==> src/artbs_pkg.sv <==
// ============================================================================
// artbs_pkg - address range table search package
// Shared widths, codes and the command/status structs between the
// controller and the datapath.
// ============================================================================
package artbs_pkg;

    localparam int DATA_W              = 64;
    localparam int IDX_OUT_W           = 7;
    localparam int STATUS_W            = 2;
    localparam int KIND_W              = 2;
    localparam int CFG_IDX_W           = 2;
    localparam int DEFAULT_TABLE_DEPTH = 64;

    localparam logic [DATA_W-1:0] WINDOW_LOW_RESET  = '0;
    localparam logic [DATA_W-1:0] WINDOW_HIGH_RESET = 64'h0000_8000_0000_0000;

    typedef enum logic [KIND_W-1:0] {
        KIND_CLEAR  = 2'd0,
        KIND_APPEND = 2'd1,
        KIND_RANGE  = 2'd2,
        KIND_PLACE  = 2'd3
    } kind_t;

    localparam logic [STATUS_W-1:0] STATUS_OK    = 2'd0;
    localparam logic [STATUS_W-1:0] STATUS_NOMEM = 2'd1;
    localparam logic [STATUS_W-1:0] STATUS_FULL  = 2'd2;

    localparam logic [CFG_IDX_W-1:0] CFG_WINDOW_LOW  = 2'd0;
    localparam logic [CFG_IDX_W-1:0] CFG_WINDOW_HIGH = 2'd1;

    // table read address relative to the scan index
    typedef enum logic [1:0] {
        ADDR_IDX,
        ADDR_INC,
        ADDR_DEC,
        ADDR_DEC2
    } addr_sel_t;

    typedef enum logic [1:0] {
        IDX_HOLD,
        IDX_INC,
        IDX_DEC
    } idx_op_t;

    typedef struct packed {
        logic      in_ready;
        logic      update;
        addr_sel_t addr_sel;
        idx_op_t   idx_op;
        logic      save_first;
        logic      save_end;
        logic      fill_count;
        logic      top_load;
        logic      set_found;
        logic      set_nomem;
        logic      publish;
    } cmd_t;

    typedef struct packed {
        logic  in_valid;
        kind_t in_kind;
        logic  idx_at_end;
        logic  inc_at_end;
        logic  idx_zero;
        logic  idx_one;
        logic  r1_adv;
        logic  r2_adv;
        logic  fit_mem;
        logic  fit_base;
        logic  out_busy;
    } stat_t;

endpackage

==> src/artbs_ctrl.sv <==
// ============================================================================
// artbs_ctrl - address range table search controller
// Sequences table updates, the two range scans and the downward gap scan.
// ============================================================================
module artbs_ctrl (
    input  logic              clk,
    input  logic              rst_n,
    input  artbs_pkg::stat_t  stat,
    output artbs_pkg::cmd_t   cmd
);
    import artbs_pkg::*;

    typedef enum logic [3:0] {
        S_IDLE,
        S_UPDATE,
        S_R1_RD,
        S_R1_CMP,
        S_R2_CMP,
        S_PL_RD,
        S_PL_CMP,
        S_PL_BASE,
        S_FINISH
    } state_t;

    state_t state_reg, state_next;

    always_ff @(posedge clk or negedge rst_n)
    begin
        if (!rst_n)
        begin
            state_reg <= S_IDLE;
        end
        else
        begin
            state_reg <= state_next;
        end
    end

    always_comb
    begin
        cmd          = '0;
        cmd.addr_sel = ADDR_IDX;
        cmd.idx_op   = IDX_HOLD;
        state_next   = state_reg;
        unique case (state_reg)
            S_IDLE:
            begin
                cmd.in_ready = 1'b1;
                if (stat.in_valid)
                begin
                    unique case (stat.in_kind)
                        KIND_CLEAR,
                        KIND_APPEND: state_next = S_UPDATE;
                        KIND_RANGE:  state_next = S_R1_RD;
                        KIND_PLACE:  state_next = S_PL_RD;
                        default:     state_next = S_UPDATE;
                    endcase
                end
            end
            S_UPDATE:
            begin
                cmd.update = 1'b1;
                state_next = S_FINISH;
            end
            S_R1_RD:
            begin
                if (stat.idx_at_end)
                begin
                    cmd.fill_count = 1'b1;
                    state_next     = S_FINISH;
                end
                else
                begin
                    state_next = S_R1_CMP;
                end
            end
            // both tables read at the same index, so the second scan can
            // test the start of the entry where the first one stops
            S_R1_CMP:
            begin
                cmd.addr_sel = ADDR_INC;
                if (stat.r1_adv)
                begin
                    cmd.idx_op = IDX_INC;
                    if (stat.inc_at_end)
                    begin
                        cmd.fill_count = 1'b1;
                        state_next     = S_FINISH;
                    end
                end
                else
                begin
                    cmd.save_first = 1'b1;
                    if (stat.r2_adv)
                    begin
                        cmd.idx_op = IDX_INC;
                        if (stat.inc_at_end)
                        begin
                            cmd.save_end = 1'b1;
                            state_next   = S_FINISH;
                        end
                        else
                        begin
                            state_next = S_R2_CMP;
                        end
                    end
                    else
                    begin
                        cmd.save_end = 1'b1;
                        state_next   = S_FINISH;
                    end
                end
            end
            S_R2_CMP:
            begin
                cmd.addr_sel = ADDR_INC;
                if (stat.r2_adv)
                begin
                    cmd.idx_op = IDX_INC;
                    if (stat.inc_at_end)
                    begin
                        cmd.save_end = 1'b1;
                        state_next   = S_FINISH;
                    end
                end
                else
                begin
                    cmd.save_end = 1'b1;
                    state_next   = S_FINISH;
                end
            end
            S_PL_RD:
            begin
                cmd.addr_sel = ADDR_DEC;
                state_next   = stat.idx_zero ? S_PL_BASE : S_PL_CMP;
            end
            S_PL_CMP:
            begin
                if (stat.fit_mem)
                begin
                    cmd.set_found = 1'b1;
                    state_next    = S_FINISH;
                end
                else
                begin
                    cmd.top_load = 1'b1;
                    cmd.idx_op   = IDX_DEC;
                    cmd.addr_sel = ADDR_DEC2;
                    if (stat.idx_one)
                    begin
                        state_next = S_PL_BASE;
                    end
                end
            end
            S_PL_BASE:
            begin
                cmd.set_found = stat.fit_base;
                cmd.set_nomem = !stat.fit_base;
                state_next    = S_FINISH;
            end
            S_FINISH:
            begin
                if (!stat.out_busy)
                begin
                    cmd.publish = 1'b1;
                    state_next  = S_IDLE;
                end
            end
            default:
            begin
                state_next = S_IDLE;
            end
        endcase
    end

`ifndef NO_ASSERTIONS
    a_publish_idle: assert property (@(posedge clk) disable iff (!rst_n)
        cmd.publish |=> (state_reg == S_IDLE))
        else $error("publish did not return to idle");

    a_scan_step: assert property (@(posedge clk) disable iff (!rst_n)
        (state_reg == S_PL_CMP && cmd.idx_op == IDX_DEC) |-> !stat.idx_zero)
        else $error("gap scan stepped below entry zero");

    a_r1_bound: assert property (@(posedge clk) disable iff (!rst_n)
        (state_reg == S_R1_CMP || state_reg == S_R2_CMP) |-> !stat.idx_at_end)
        else $error("range scan compared past the last region");
`endif

endmodule

==> config.mk <==
export PLATFORM = sky130hd
export DESIGN_NAME = artbs_ctrl
export DESIGN_NICKNAME = d
export VERILOG_FILES = /design/src/artbs_pkg.sv /design/src/artbs_ctrl.sv
export SDC_FILE = /design/constraint.sdc
export NUM_CORES = 1
export LEC_CHECK = 0
export BUFFER_PORTS_ARGS = -buffer_cell sky130_fd_sc_hd__buf_2
export CAP_MARGIN = 40
export CORE_ASPECT_RATIO = 0.9
export CORE_MARGIN = 2
export CORE_UTILIZATION = 35
export DETAILED_ROUTE_END_ITERATION = 8
export PLACE_DENSITY = 0.75
export SYNTH_ARGS = -nofsm -noshare
export SYNTH_HDL_FRONTEND = slang
export SYNTH_SLANG_ARGS = --single-unit
==> constraint.sdc <==
create_clock -name clk -period 1.8 [get_ports clk]
set_input_delay 0.36 -clock clk [delete_from_list [all_inputs] [get_ports clk]]
set_output_delay 0.36 -clock clk [all_outputs]
set_load 0.005 [all_outputs]
==> impl_metrics.yaml <==
status:
  status: "finished, final reports clean"
synthesis:
  syn-num-nets: 84
  syn_area_per_cell_sq_um: 7.69
  ys_async_sr_fraction_pct: 100
  synth.most_common_cell: "nor2_1"
  yosys-top-cells-area: "dfrtp_1 19%, buf_4 7.0%, nor2_1 5.6%, a21oi_1 4.7%, nor3_1 4.7%"
  synth_edf_count: 0
  ys.flop_type: "dfrtp_1"
  post-synth-top-area-cell: "dfrtp_1"
  synthesis.area_sq_um: 538
  synthTopCellsByCount: "8 x nor2_1, 5 x a21oi_1, 5 x buf_4, 5 x nand2_1, 5 x nor3_1"
  synth_warnings: 0
  ys_seq_area_share_pct: 18.6
  synthDistinctLibCells: 36
  syn_inst: 70
  ys_ff_latch: 4
  synth_top_area_share_pct: 18.6
drt:
  antenna_left: 0
  drc: 0
  avgViaCountPerCell: 5.39
  drtIter0Drc: 12
  first_pass_iters: 4
  via_count: 636
  routed_wl_mm: 1.47
  wl_per_cell_microns: 12.5
timing:
  tightest_slew_ps: 293
  slew_headroom_pct: 80.3
  rsz0062_at_grt: "false"
  fin_crit_sh_pct: 97.8
  timing.hold.ws_ps: 446
  fmax_mhz: 568
  slew_violations: 0
  post-route-min-period_ps: 1760
  clock-skew-final_ps: 6.92
  setup_tns_ps: 0
  hold_viol: 0
  finalSetupViolations: 0
global_route:
  grt_overflow_total: 0
  first_global_vias: 532
  grtUsageTotal_pct: 17.6
  grt_max_degree: 20
  grt_pass1_wl_mm: 2.29
  antenna_found_initial: 0
clocking:
  cts_buffers: 3
  clock_path_buffers: 2
  cts_root_buf: "clkbuf_4"
  htreeDepth: 1
  path_clk_slew_ps: 40
  cts_tree: "built"
  clkLatencyLatePin_ps: 240
  clkSinkCount: 4
layout:
  syn_to_final_growth_pct: 41.2
  multi_input_area_sq_um: 402
  largest_register_ffs: 4
  final_nets: 119
  drive_gt1_share_pct: 51.5
  register_area_sq_um: 104
  diodes: 0
  nFillCells: 141
  utilization_pct: 52.5
floorplanning:
  start_util_pct: 37.2
  rows: 13
  die_h_microns: 41.2
  pin_count: 27
  die_w_microns: 45.3
  core_area_sq_um: 1450
  die_area_sq_um: 1870
critical_path:
  timing_worst_setup_path_type: "reg -> out"
  cp.arrival_ps: 1400
  critPathRequiredTime_ps: 1440
  cp_slowest_cell: "dfrtp_2"
  worst_setup_path_start_kind: "flip-flop"
  path_cells: "or3b_1, a21oi_2, buf_2"
  end_kind: "primary output"
  worstPathMaxFanout: 7
  max_stage_delay_ps: 440
power:
  power_mw: 0.830
  vdd_ir_drop_max_mv: 0.665
  p_per_area_nw_per_um2: 1090
  p_leak_nw: 0.417
placed_design:
  port_buffers: 26
  place_congestion: 0.802
  dp_hpwl_mm: 1.09
job:
  cap_violations: 0
hold_path:
  hold_path.class: "in -> async"
## cell type report
cell class / instances / share of cell area [%]
sequential: 4 / 13.7
clock buffer: 3 / 2.97
multi-input combinational: 58 / 52.9
timing repair buffer: 36 / 27.0
inverter: 2 / 0.988
tap: 15 / 2.47
## through the flow
step | instance area [sq um] | cells | worst slack [ps]
after floorplan | 538 | 70 | 351
final | 759 | 118 | 39.6
after detailed placement | 676 | 109 | 166
after CTS | 727 | 115 | 2.07
after global routing | 759 | 118 | 1.83
after global placement | 676 | 109 | 210
## metal layers
| metal | vias to the layer above | global-route usage (%) | routed length, microns |
|---|---|---|---|
| li1 | 324 | - | - |
| met1 | 285 | 22.3 | 676 |
| met2 | 25 | 30.4 | 697 |
| met3 | 2 | 2.64 | 79 |
| met4 | 0 | 6.62 | 18 |
| met5 | - | 0 | 0 |
## what timing repair did
item / in CTS / in global routing
pin swaps: 0 / 1
resized for setup: 3 / 4
buffers inserted: 2 / 3
hold buffers: 1 / 0
endpoints found under the setup margin: 5 / 7
gates cloned: 0 / 0
hold endpoints to repair: 4 / 0
## placed cells by master (no fill, tap or decap), types with 3 or more instances in the layout
master     n
nor2_1     8
nand2_1    4
buf_4      8
buf_2     26
a21oi_1    5
clkbuf_4   3
dfrtp_2    3
o21ai_0    3
nor3_1     3
## power breakdown
group	internal (mW)	switching, mW	leakage (nW)
Clock	0.0745	0.0360	0.0138
Combinational	0.272	0.258	0.354
Sequential	0.124	0.0647	0.0490
## critical path, delay by kind of cell (launching register included)
kind	cells	cell delay, ps
and+or+nand+nor	1	390
buffers and inverters	1	140
DFF	1	440
AOI/OAI and AO/OA	1	190
## path summary, 6_finish.rpt
check	slack, ps	cells after the start	endpoint	from
max in group asynchronous	1210	2	state_reg[1]$_DFFE_PN0P_	rst_n
min in group clk	450	3	state_reg[2]$_DFFE_PN0P_	stat[5]
worst min register to register	800	2	state_reg[3]$_DFFE_PN0P_	state_reg[3]$_DFFE_PN0P_
worst min-delay path	450	2	state_reg[3]$_DFFE_PN0P_	rst_n
worst max register to register	270	4	state_reg[0]$_DFFE_PN0P_	state_reg[3]$_DFFE_PN0P_
worst max-delay path	40	3	cmd[10]	state_reg[0]$_DFFE_PN0P_
## cell families after synthesis
| family | count (synthesis) | share of synthesized area, % |
|---|---|---|
| mux | 1 | 1.86 |
| simple gates | 38 | 45.8 |
| compound gates | 19 | 24.7 |
| buf+inv | 8 | 9.07 |
| flops | 4 | 18.6 |
Note: power is estimated with default switching activity, not from simulation.
